### config.mk
export PLATFORM = sky130hd
export DESIGN_NAME = ahrgb_color
export DESIGN_NICKNAME = d
export VERILOG_FILES = /design/src/sv/averaged_hue_to_rgb_led_mapper_macros.svh /design/src/sv/ahrgb_pkg.sv /design/src/sv/ahrgb_color.sv
export SDC_FILE = /design/constraint.sdc
export NUM_CORES = 2
export LEC_CHECK = 0
export BUFFER_PORTS_ARGS = -buffer_cell sky130_fd_sc_hd__buf_2
export CORE_ASPECT_RATIO = 0.6
export CORE_UTILIZATION = 44
export DETAILED_ROUTE_END_ITERATION = 8
export HOLD_SLACK_MARGIN = 0.15
export PLACE_DENSITY = 0.71
export SKIP_CTS_REPAIR_TIMING = 1
export SLEW_MARGIN = 0
export SYNTH_ARGS = -nofsm -noshare
export SYNTH_HDL_FRONTEND = slang
export SYNTH_SLANG_ARGS = --single-unit
### constraint.sdc
create_clock -name clock -period 15.84 [get_ports clock]
set_input_delay 3.168 -clock clock [delete_from_list [all_inputs] [get_ports clock]]
set_output_delay 3.168 -clock clock [all_outputs]
set_load 0.1 [all_outputs]
### src/sv/averaged_hue_to_rgb_led_mapper_macros.svh
// ----------------------------------------------------------------------------
// Averaged hue to RGB LED mapper: assertion macros
// Shared concurrent assertion forms used by the mapper's modules.
// ----------------------------------------------------------------------------
`ifndef AVERAGED_HUE_TO_RGB_LED_MAPPER_MACROS_SVH
`define AVERAGED_HUE_TO_RGB_LED_MAPPER_MACROS_SVH

// same-cycle implication
`define AHRGB_ASSERT_HOLDS(label, clk, rst, ante, cons, msg) \
   label: assert property (@(posedge clk) disable iff (rst) (ante) |-> (cons)) \
      else $error(msg);

// next-cycle implication
`define AHRGB_ASSERT_NEXT(label, clk, rst, ante, cons, msg) \
   label: assert property (@(posedge clk) disable iff (rst) (ante) |=> (cons)) \
      else $error(msg);

`endif

### src/sv/ahrgb_pkg.sv
// ----------------------------------------------------------------------------
// Averaged hue to RGB LED mapper: package
// Widths, color map edges, stage types and the divide-by-full-scale helper.
// ----------------------------------------------------------------------------
package ahrgb_pkg;

   localparam int WINDOW_DEPTH_DEFAULT = 1024;

   localparam int SAMPLE_W  = 12;
   localparam int VALUE_W   = 16;
   localparam int THRESH_W  = 17;
   localparam int RANDOM_W  = 32;
   localparam int PRODUCT_W = 32;

   localparam logic [VALUE_W-1:0]  GREEN_EDGE      = 16'd20160;
   localparam logic [VALUE_W-1:0]  BLUE_EDGE       = 16'd40320;
   localparam logic [VALUE_W-1:0]  RED_EDGE        = 16'd60480;
   localparam logic [VALUE_W-1:0]  WHITE_EDGE      = 16'd63000;
   localparam logic [VALUE_W-1:0]  FULL_SCALE      = 16'd65535;
   localparam logic [1:0]          FADE_GAIN       = 2'd3;
   localparam int                  SAMPLE_SHIFT    = 4;
   localparam logic [3:0]          BRIGHT_OFFSET   = 4'd15;
   localparam logic [THRESH_W-1:0] THRESHOLD_RESET = 17'd600;

   typedef struct packed {
      logic                valid;
      logic [VALUE_W-1:0]  hue_avg;
      logic [VALUE_W-1:0]  bright_avg;
      logic [RANDOM_W-1:0] random_word;
   } avg_stage_type;

   typedef struct packed {
      logic [VALUE_W-1:0]  red_duty;
      logic [VALUE_W-1:0]  green_duty;
      logic [VALUE_W-1:0]  blue_duty;
      logic                power_on;
      logic [RANDOM_W-1:0] random_word;
      logic [VALUE_W-1:0]  average_hue;
      logic [VALUE_W-1:0]  average_brightness;
   } result_type;

   // floor(x / 65535) for a 32-bit x, truncated to 16 bits
   function automatic logic [VALUE_W-1:0] div_full_scale(input logic [PRODUCT_W-1:0] x);
      logic [VALUE_W:0] y;
      logic [VALUE_W:0] t;
      logic             corr;
      logic [VALUE_W:0] q;
      y    = {1'b0, x[31:16]} + {1'b0, x[15:0]};
      t    = {1'b0, y[VALUE_W-1:0]} + {16'd0, y[VALUE_W]};
      corr = (t >= {1'b0, FULL_SCALE});
      q    = {1'b0, x[31:16]} + {16'd0, y[VALUE_W]} + {16'd0, corr};
      return q[VALUE_W-1:0];
   endfunction

endpackage

### src/sv/ahrgb_color.sv
// ----------------------------------------------------------------------------
// Averaged hue to RGB LED mapper: color map
// Piecewise hue map, brightness scaling and power flag, two register stages.
// ----------------------------------------------------------------------------
module ahrgb_color import ahrgb_pkg::*; (
   input  logic                clock,
   input  logic                reset,
   input  logic                advance,
   input  logic [THRESH_W-1:0] threshold,
   input  avg_stage_type       avg_in,
   output logic                out_valid,
   output result_type          out_result
);

   localparam int CH_RED   = 0;
   localparam int CH_GREEN = 1;
   localparam int CH_BLUE  = 2;
   localparam int CH_COUNT = 3;

   logic [VALUE_W-1:0] amt      [CH_COUNT];
   logic [VALUE_W-1:0] amt3     [CH_COUNT];
   logic               white;
   logic               power;

   logic                s2_valid_ff;
   logic [VALUE_W-1:0]  s2_amt3_ff [CH_COUNT];
   logic                s2_white_ff;
   logic                s2_power_ff;
   logic [VALUE_W-1:0]  s2_hue_ff;
   logic [VALUE_W-1:0]  s2_lum_ff;
   logic [RANDOM_W-1:0] s2_random_ff;

   logic                 s3_valid_ff;
   logic [PRODUCT_W-1:0] s3_prod_ff [CH_COUNT];
   logic                 s3_white_ff;
   logic                 s3_power_ff;
   logic [VALUE_W-1:0]   s3_hue_ff;
   logic [VALUE_W-1:0]   s3_lum_ff;
   logic [RANDOM_W-1:0]  s3_random_ff;

   always_comb begin
      for (int i = 0; i < CH_COUNT; i++) begin
         amt[i] = '0;
      end
      white = 1'b0;
      if (avg_in.hue_avg <= GREEN_EDGE) begin
         amt[CH_RED]   = GREEN_EDGE - avg_in.hue_avg;
         amt[CH_GREEN] = avg_in.hue_avg;
      end else if (avg_in.hue_avg <= BLUE_EDGE) begin
         amt[CH_GREEN] = BLUE_EDGE - avg_in.hue_avg;
         amt[CH_BLUE]  = avg_in.hue_avg - GREEN_EDGE;
      end else if (avg_in.hue_avg <= RED_EDGE) begin
         amt[CH_RED]   = avg_in.hue_avg - BLUE_EDGE;
         amt[CH_BLUE]  = RED_EDGE - avg_in.hue_avg;
      end else if (avg_in.hue_avg <= WHITE_EDGE) begin
         amt[CH_RED]   = GREEN_EDGE;
      end else begin
         white = 1'b1;
      end
      for (int i = 0; i < CH_COUNT; i++) begin
         amt3[i] = VALUE_W'(amt[i] * FADE_GAIN);
      end
      power = ({1'b0, avg_in.hue_avg} + {1'b0, avg_in.bright_avg}) >= threshold;
   end

   always_ff @(posedge clock) begin
      if (reset) begin
         s2_valid_ff <= 1'b0;
         s3_valid_ff <= 1'b0;
      end else if (advance) begin
         s2_valid_ff <= avg_in.valid;
         s3_valid_ff <= s2_valid_ff;
      end
   end

   always_ff @(posedge clock) begin
      if (advance) begin
         for (int i = 0; i < CH_COUNT; i++) begin
            s2_amt3_ff[i] <= amt3[i];
            s3_prod_ff[i] <= {16'd0, s2_amt3_ff[i]} * {16'd0, s2_lum_ff};
         end
         s2_white_ff  <= white;
         s2_power_ff  <= power;
         s2_hue_ff    <= avg_in.hue_avg;
         s2_lum_ff    <= avg_in.bright_avg;
         s2_random_ff <= avg_in.random_word;
         s3_white_ff  <= s2_white_ff;
         s3_power_ff  <= s2_power_ff;
         s3_hue_ff    <= s2_hue_ff;
         s3_lum_ff    <= s2_lum_ff;
         s3_random_ff <= s2_random_ff;
      end
   end

   assign out_valid = s3_valid_ff;

   always_comb begin
      out_result.red_duty           = s3_white_ff ? s3_lum_ff
                                                  : div_full_scale(s3_prod_ff[CH_RED]);
      out_result.green_duty         = s3_white_ff ? s3_lum_ff
                                                  : div_full_scale(s3_prod_ff[CH_GREEN]);
      out_result.blue_duty          = s3_white_ff ? s3_lum_ff
                                                  : div_full_scale(s3_prod_ff[CH_BLUE]);
      out_result.power_on           = s3_power_ff;
      out_result.random_word        = s3_random_ff;
      out_result.average_hue        = s3_hue_ff;
      out_result.average_brightness = s3_lum_ff;
   end

endmodule

# After elaboration in Yosys (flattened, before gate mapping)
# Memories as Yosys holds them, arrays and structs flattened.
# Cells that the tools add are included.
[totals]
ram_bits = 144
input_bits = 85
n_memories = 2
word_cells = 61
out_inout_bits = 114
regBits = 134
[op_classes]
order_cmp = 8
n_addsub = 18
muxes = 14
multipliers = 6
n_reduce_logical = 1
[mem_list]
columns = ["name", "depth", "word_bits", "rd", "rd_clocked_by_memory_dff", "write_ports", "line", "source"]
rows = [
  ["s3_prod_ff", 3, 32, 3, 0, 3, "ahrgb_color.sv:34", "logic [PRODUCT_W-1:0] s3_prod_ff [CH_COUNT];"],
  ["s2_amt3_ff", 3, 16, 3, 0, 3, "ahrgb_color.sv:26", "logic [VALUE_W-1:0] s2_amt3_ff [CH_COUNT];"],
]
[ops]
columns = ["cell", "n"]
rows = [
  ["two-way mux 16 bit", 9],
  ["adder 16 x 1 -> 16 bit", 6],
  ["multiplier 16 x 16 -> 32 bit", 3],
  ["adder 16 x 16 -> 17 bit", 4],
  ["adder 16 x 1 -> 17 bit", 3],
  [">= comparator 17 x 16 -> 1 bit, second input constant", 3],
  ["<= comparator 16 bit, second input constant", 3],
  ["multiplier 16 x 2 -> 16 bit, second input constant", 3],
  ["two-way mux 32 bit", 1],
  ["subtractor 16 bit, first input constant", 2],
  [">= comparator 17 bit", 1],
  ["<= comparator 16 x 15 -> 1 bit, second input constant", 1],
  ["subtractor 15 x 16 -> 16 bit, first input constant", 1],
  ["subtractor 16 x 15 -> 16 bit, second input constant", 1],
  ["subtractor 16 bit, second input constant", 1],
  ["two-way mux 15 bit", 1],
  ["two-way mux 1 bit", 3],
  ["OR reduction 3 bit", 1],
]

# Depth between registers and ports, before layout
[logic_depth]
depth_word = 6
ltp_mapped = 28
depth_no_buf = 28

# Worst setup path before layout
# OpenSTA, ideal clock, no wires.
[synth_path]
path_type = "flip-flop to output port"
start = "mem s3_prod_ff[2][23], in the netlist s3_prod_ff[0][87]"
end = "out out_result[66] in the netlist's numbering"
stages_incl_launch_ff = 23
arrival_ns = 6.682
path_buffers = 0
required_time_ns = 12.672
slack_ns = 5.990
cell_sequence = "edfxtp_1 > ha_1 > a21o_1 > or3_1 > o221ai_1 > a21oi_1 > a21o_1 > a21o_1 > a21o_1 > a21o_1 > ha_1 > ha_1 > nand2_1 > nor4_1 > mux2i_1 > a2111oi_0 > nand4_1 > a211o_1 > a2111oi_2 > fa_1 > ha_1 > inv_1 > o21ai_0"
[synth_rtl]
columns = ["item", "line", "source"]
rows = [
  ["start, declared", "ahrgb_color.sv:34", ""],
  ["end, declared", "ahrgb_color.sv:12", "output result_type out_result"],
]

==> impl_metrics.csv <==
group,metric,value,unit
status,outcome,"finished, violations left",
status,violations,"DRC",
synth,ys_async_sr_fraction,0,
global_route,grt_start_max_net_pins,95,
place,placed_cell_area,0.0432,mm2
floorplan,fp.coreArea,0.0921,mm2
sta,setup_ws,5770,ps
floorplan,start_util,0.446,
clocking,cts-root-buf,"clkbuf_16",
route,vias,30636,
worst_setup_path,critPathKind,"reg2out",
synth,synth.distinct_cells,82,
final_layout,final_area,0.0445,mm2
route,drc,16,
clocking,insertion_delay,600,ps
route,wire_per_inst,20.3,um
final_layout,drive_gt1_frac,0.0710,
global_route,antenna_found_initial,10,
clocking,htree_levels,2,
sta,min_period_over_period,0.636,
floorplan,die_w,396,um
route,viasPerCell,5.44,
global_route,grt_pass1_vias,30753,
sta,slew_headroom,0.190,
worst_setup_path,arrival,6900,ps
place,dpl.hpwl,85.8,mm
worst_hold_path,worst_hold_path.num_cells,0,
sta,fin_crit,10070,ps
final_layout,syn2layout_area_growth,8.34,%
synth,synth_area,0.0410,mm2
sta,tightest_slew,1210,ps
clocking,clock_sinks,278,
global_route,gr-usage-all-layers,0.247,
clocking,cts_buffers,35,
floorplan,rows,86,
sta,skew,15.2,ps
clocking,clockBufferDepth,3,
floorplan,ios,199,
place,portBuffers,198,
synth,avgSynthCellArea,9.62,um2
clocking,clk_pin_slew_worst_paths,60,ps
place,post-place-ws,6400,ps
synth,netlist_instances,4265,
sta,setup_violations,0,
route,final_antenna_net_count,0,
synth,synth-main-ff-cell,"edfxtp_1",
worst_setup_path,r2r-start,"s2_lum_ff[10]",
synth,synth_edf_count,276,
route,drtIter0Drc,2588,
sta,rsz0062_at_grt,"no",
synth,yosysWarningCount,0,
final_layout,fin_nets,5495,
route,drt_pass1_iterations,8,
worst_setup_path,critPathLaunch,"s3_prod_ff[0][82]",
sta,hold_violations,0,
worst_setup_path,crit_fanout,8,
global_route,overflow,0,
floorplan,dieArea,0.0946,mm2
worst_setup_path,r2r_slack,8360,ps
worst_setup_path,cp-end-kind,"primary output",
floorplan,die_h,239,um
sta,setup_tns,0,ps
global_route,grt_pass1_wl,179,mm
worst_setup_path,r2r-end,"s3_prod_ff[0][95]",
worst_setup_path,reg2reg_depth,21,
place,place_congestion,0.924,
worst_setup_path,required,12670,ps
run,maxCapViolations,0,
worst_hold_path,min_to,"s3_random_ff[17]",
worst_hold_path,worstHoldStart,"s2_random_ff[17]",
worst_setup_path,setup.worst_path.start_class,"flip-flop",
sta,slew_viol_final,0,
route,routed_wl,114,mm
worst_hold_path,hp-class,"reg2reg",
clocking,cts_tree,"built",
synth,seq_area_frac_synth,0.203,
sta,max_freq,0.0993,GHz
synth,syn_nets,5395,
synth,synth_seq_cells,278,
[synth_stat cells, types with 5 or more instances]
cell type | instances | area share
a311oi_1 | 6 | 0.0013
nand3_1 | 58 | 0.0071
or3_1 | 17 | 0.0026
and4_1 | 8 | 0.0017
inv_1 | 717 | 0.066
nand4_1 | 15 | 0.0023
o211ai_1 | 16 | 0.0029
or2_2 | 6 | 0.00091
fa_1 | 592 | 0.29
ha_1 | 453 | 0.14
xnor2_1 | 128 | 0.027
a22o_1 | 12 | 0.0026
nor3_1 | 38 | 0.0046
o21ai_1 | 12 | 0.0015
o21bai_1 | 12 | 0.0022
mux2i_1 | 5 | 0.0012
clkbuf_1 | 157 | 0.014
nor4_1 | 14 | 0.0021
a211oi_1 | 19 | 0.0035
and3_1 | 30 | 0.0046
a211o_1 | 11 | 0.0023
nand2_1 | 527 | 0.048
o21a_1 | 34 | 0.0062
o221ai_1 | 5 | 0.0011
a21oi_1 | 169 | 0.021
a21o_1 | 64 | 0.012
a21boi_0 | 7 | 0.0013
o21ai_0 | 98 | 0.012
nand2b_1 | 15 | 0.0023
xor2_1 | 78 | 0.017
edfxtp_1 | 276 | 0.20
a31oi_1 | 19 | 0.0029
a2111oi_0 | 6 | 0.0013
a31o_2 | 5 | 0.0011
o31ai_1 | 10 | 0.0018
nor2_1 | 145 | 0.013
and2_1 | 365 | 0.056
nor2b_1 | 31 | 0.0047
[routing by layer]
metal	global-route usage	part of all wire	vias to the layer above
li1	-	-	13986
met1	0.368	0.47	15176
met2	0.347	0.40	1305
met3	0.0748	0.11	155
met4	0.0543	0.022	14
met5	0.0153	0.0025	-
[cell usage in the layout, fill, tap and decap left out, types with 30 or more instances in the layout]
master / n
nand3_1: 58
o21a_1: 34
o21ai_0: 98
edfxtp_1: 276
a21o_1: 64
xnor2_1: 128
xor2_1: 78
nor2b_1: 31
nor2_1: 140
nor3_1: 38
a21oi_1: 169
and2_1: 365
clkbuf_16: 35
ha_1: 453
nand2_1: 527
inv_1: 717
and3_1: 30
fa_1: 592
buf_2: 197
[critical path, cell delays in order (launching register included)]
cell,delay (ps)
edfxtp_1,530
ha_1,380
nor2b_1,150
o21ai_0,260
a21boi_1,150
o221ai_1,280
a21oi_1,150
a21o_1,200
a21o_1,200
a21o_1,180
a21o_1,220
ha_1,230
ha_1,320
nand2_1,60
nor4_1,210
mux2i_1,100
a2111oi_0,370
nand4_1,140
a211o_1,260
a2111oi_2,370
fa_1,290
and3_1,330
nand4_1,150
xor2_1,160
a21oi_1,170
buf_2,460
[worst max-delay path by stage]
stage	to	slack (ps)	cells past startpoint
final	out_result[78]	5770	25
after floorplan	out_result[66]	5990	22
after global routing	out_result[73]	5230	25
after global placement	out_result[78]	6530	25
after CTS	out_result[78]	5730	25
after detailed placement	out_result[78]	6400	25
[through the flow]
| stage | hold slack, ps | utilization | std cells |
|---|---|---|---|
| floorplan | 400 | - | 4265 |
| global placement | 400 | 0.469 | 5560 |
| detailed placement | 405 | 0.469 | 5560 |
| CTS | 418 | 0.483 | 5624 |
| global route | 424 | 0.483 | 5625 |
| finish | 415 | 0.483 | 5627 |
[cells by family (layout without fill, tap and decap cells)]
group / count (synthesis) / count (layout) / share of synthesized area
AOI/OAI and AO/OA: 562 / 562 / 0.0905
muxes: 6 / 6 / 0.00149
DFF: 278 / 278 / 0.203
xor gates and xnor gates: 206 / 206 / 0.0440
adders and majority gates: 1045 / 1045 / 0.427
other: 0 / 3 / 0
buffers and inverters: 882 / 1009 / 0.0809
and+or+nand+nor: 1286 / 1286 / 0.153
[state kept, by name (all words and copies together), names as in the netlist, 16 cells and up]
name / count
s2_amt3_ff: 48
s2_hue_ff: 16
s2_lum_ff: 16
s2_random_ff: 32
s3_hue_ff: 16
s3_lum_ff: 16
s3_prod_ff: 96
s3_random_ff: 32
[cell type report]
class | instances | area [um2]
Fill cell | 8519 | 47600
Multi-Input combinational cell | 3105 | 29400
Sequential cell | 278 | 8330
Inverter | 718 | 2700
Tap cell | 1232 | 1540
Timing Repair Buffer | 227 | 1220
Clock buffer | 41 | 898
Clock inverter | 23 | 369
Antenna cell | 3 | 7.51
Power is not shown: default switching activity piles up to over one toggle a cycle in this logic, so the estimate is an artifact.
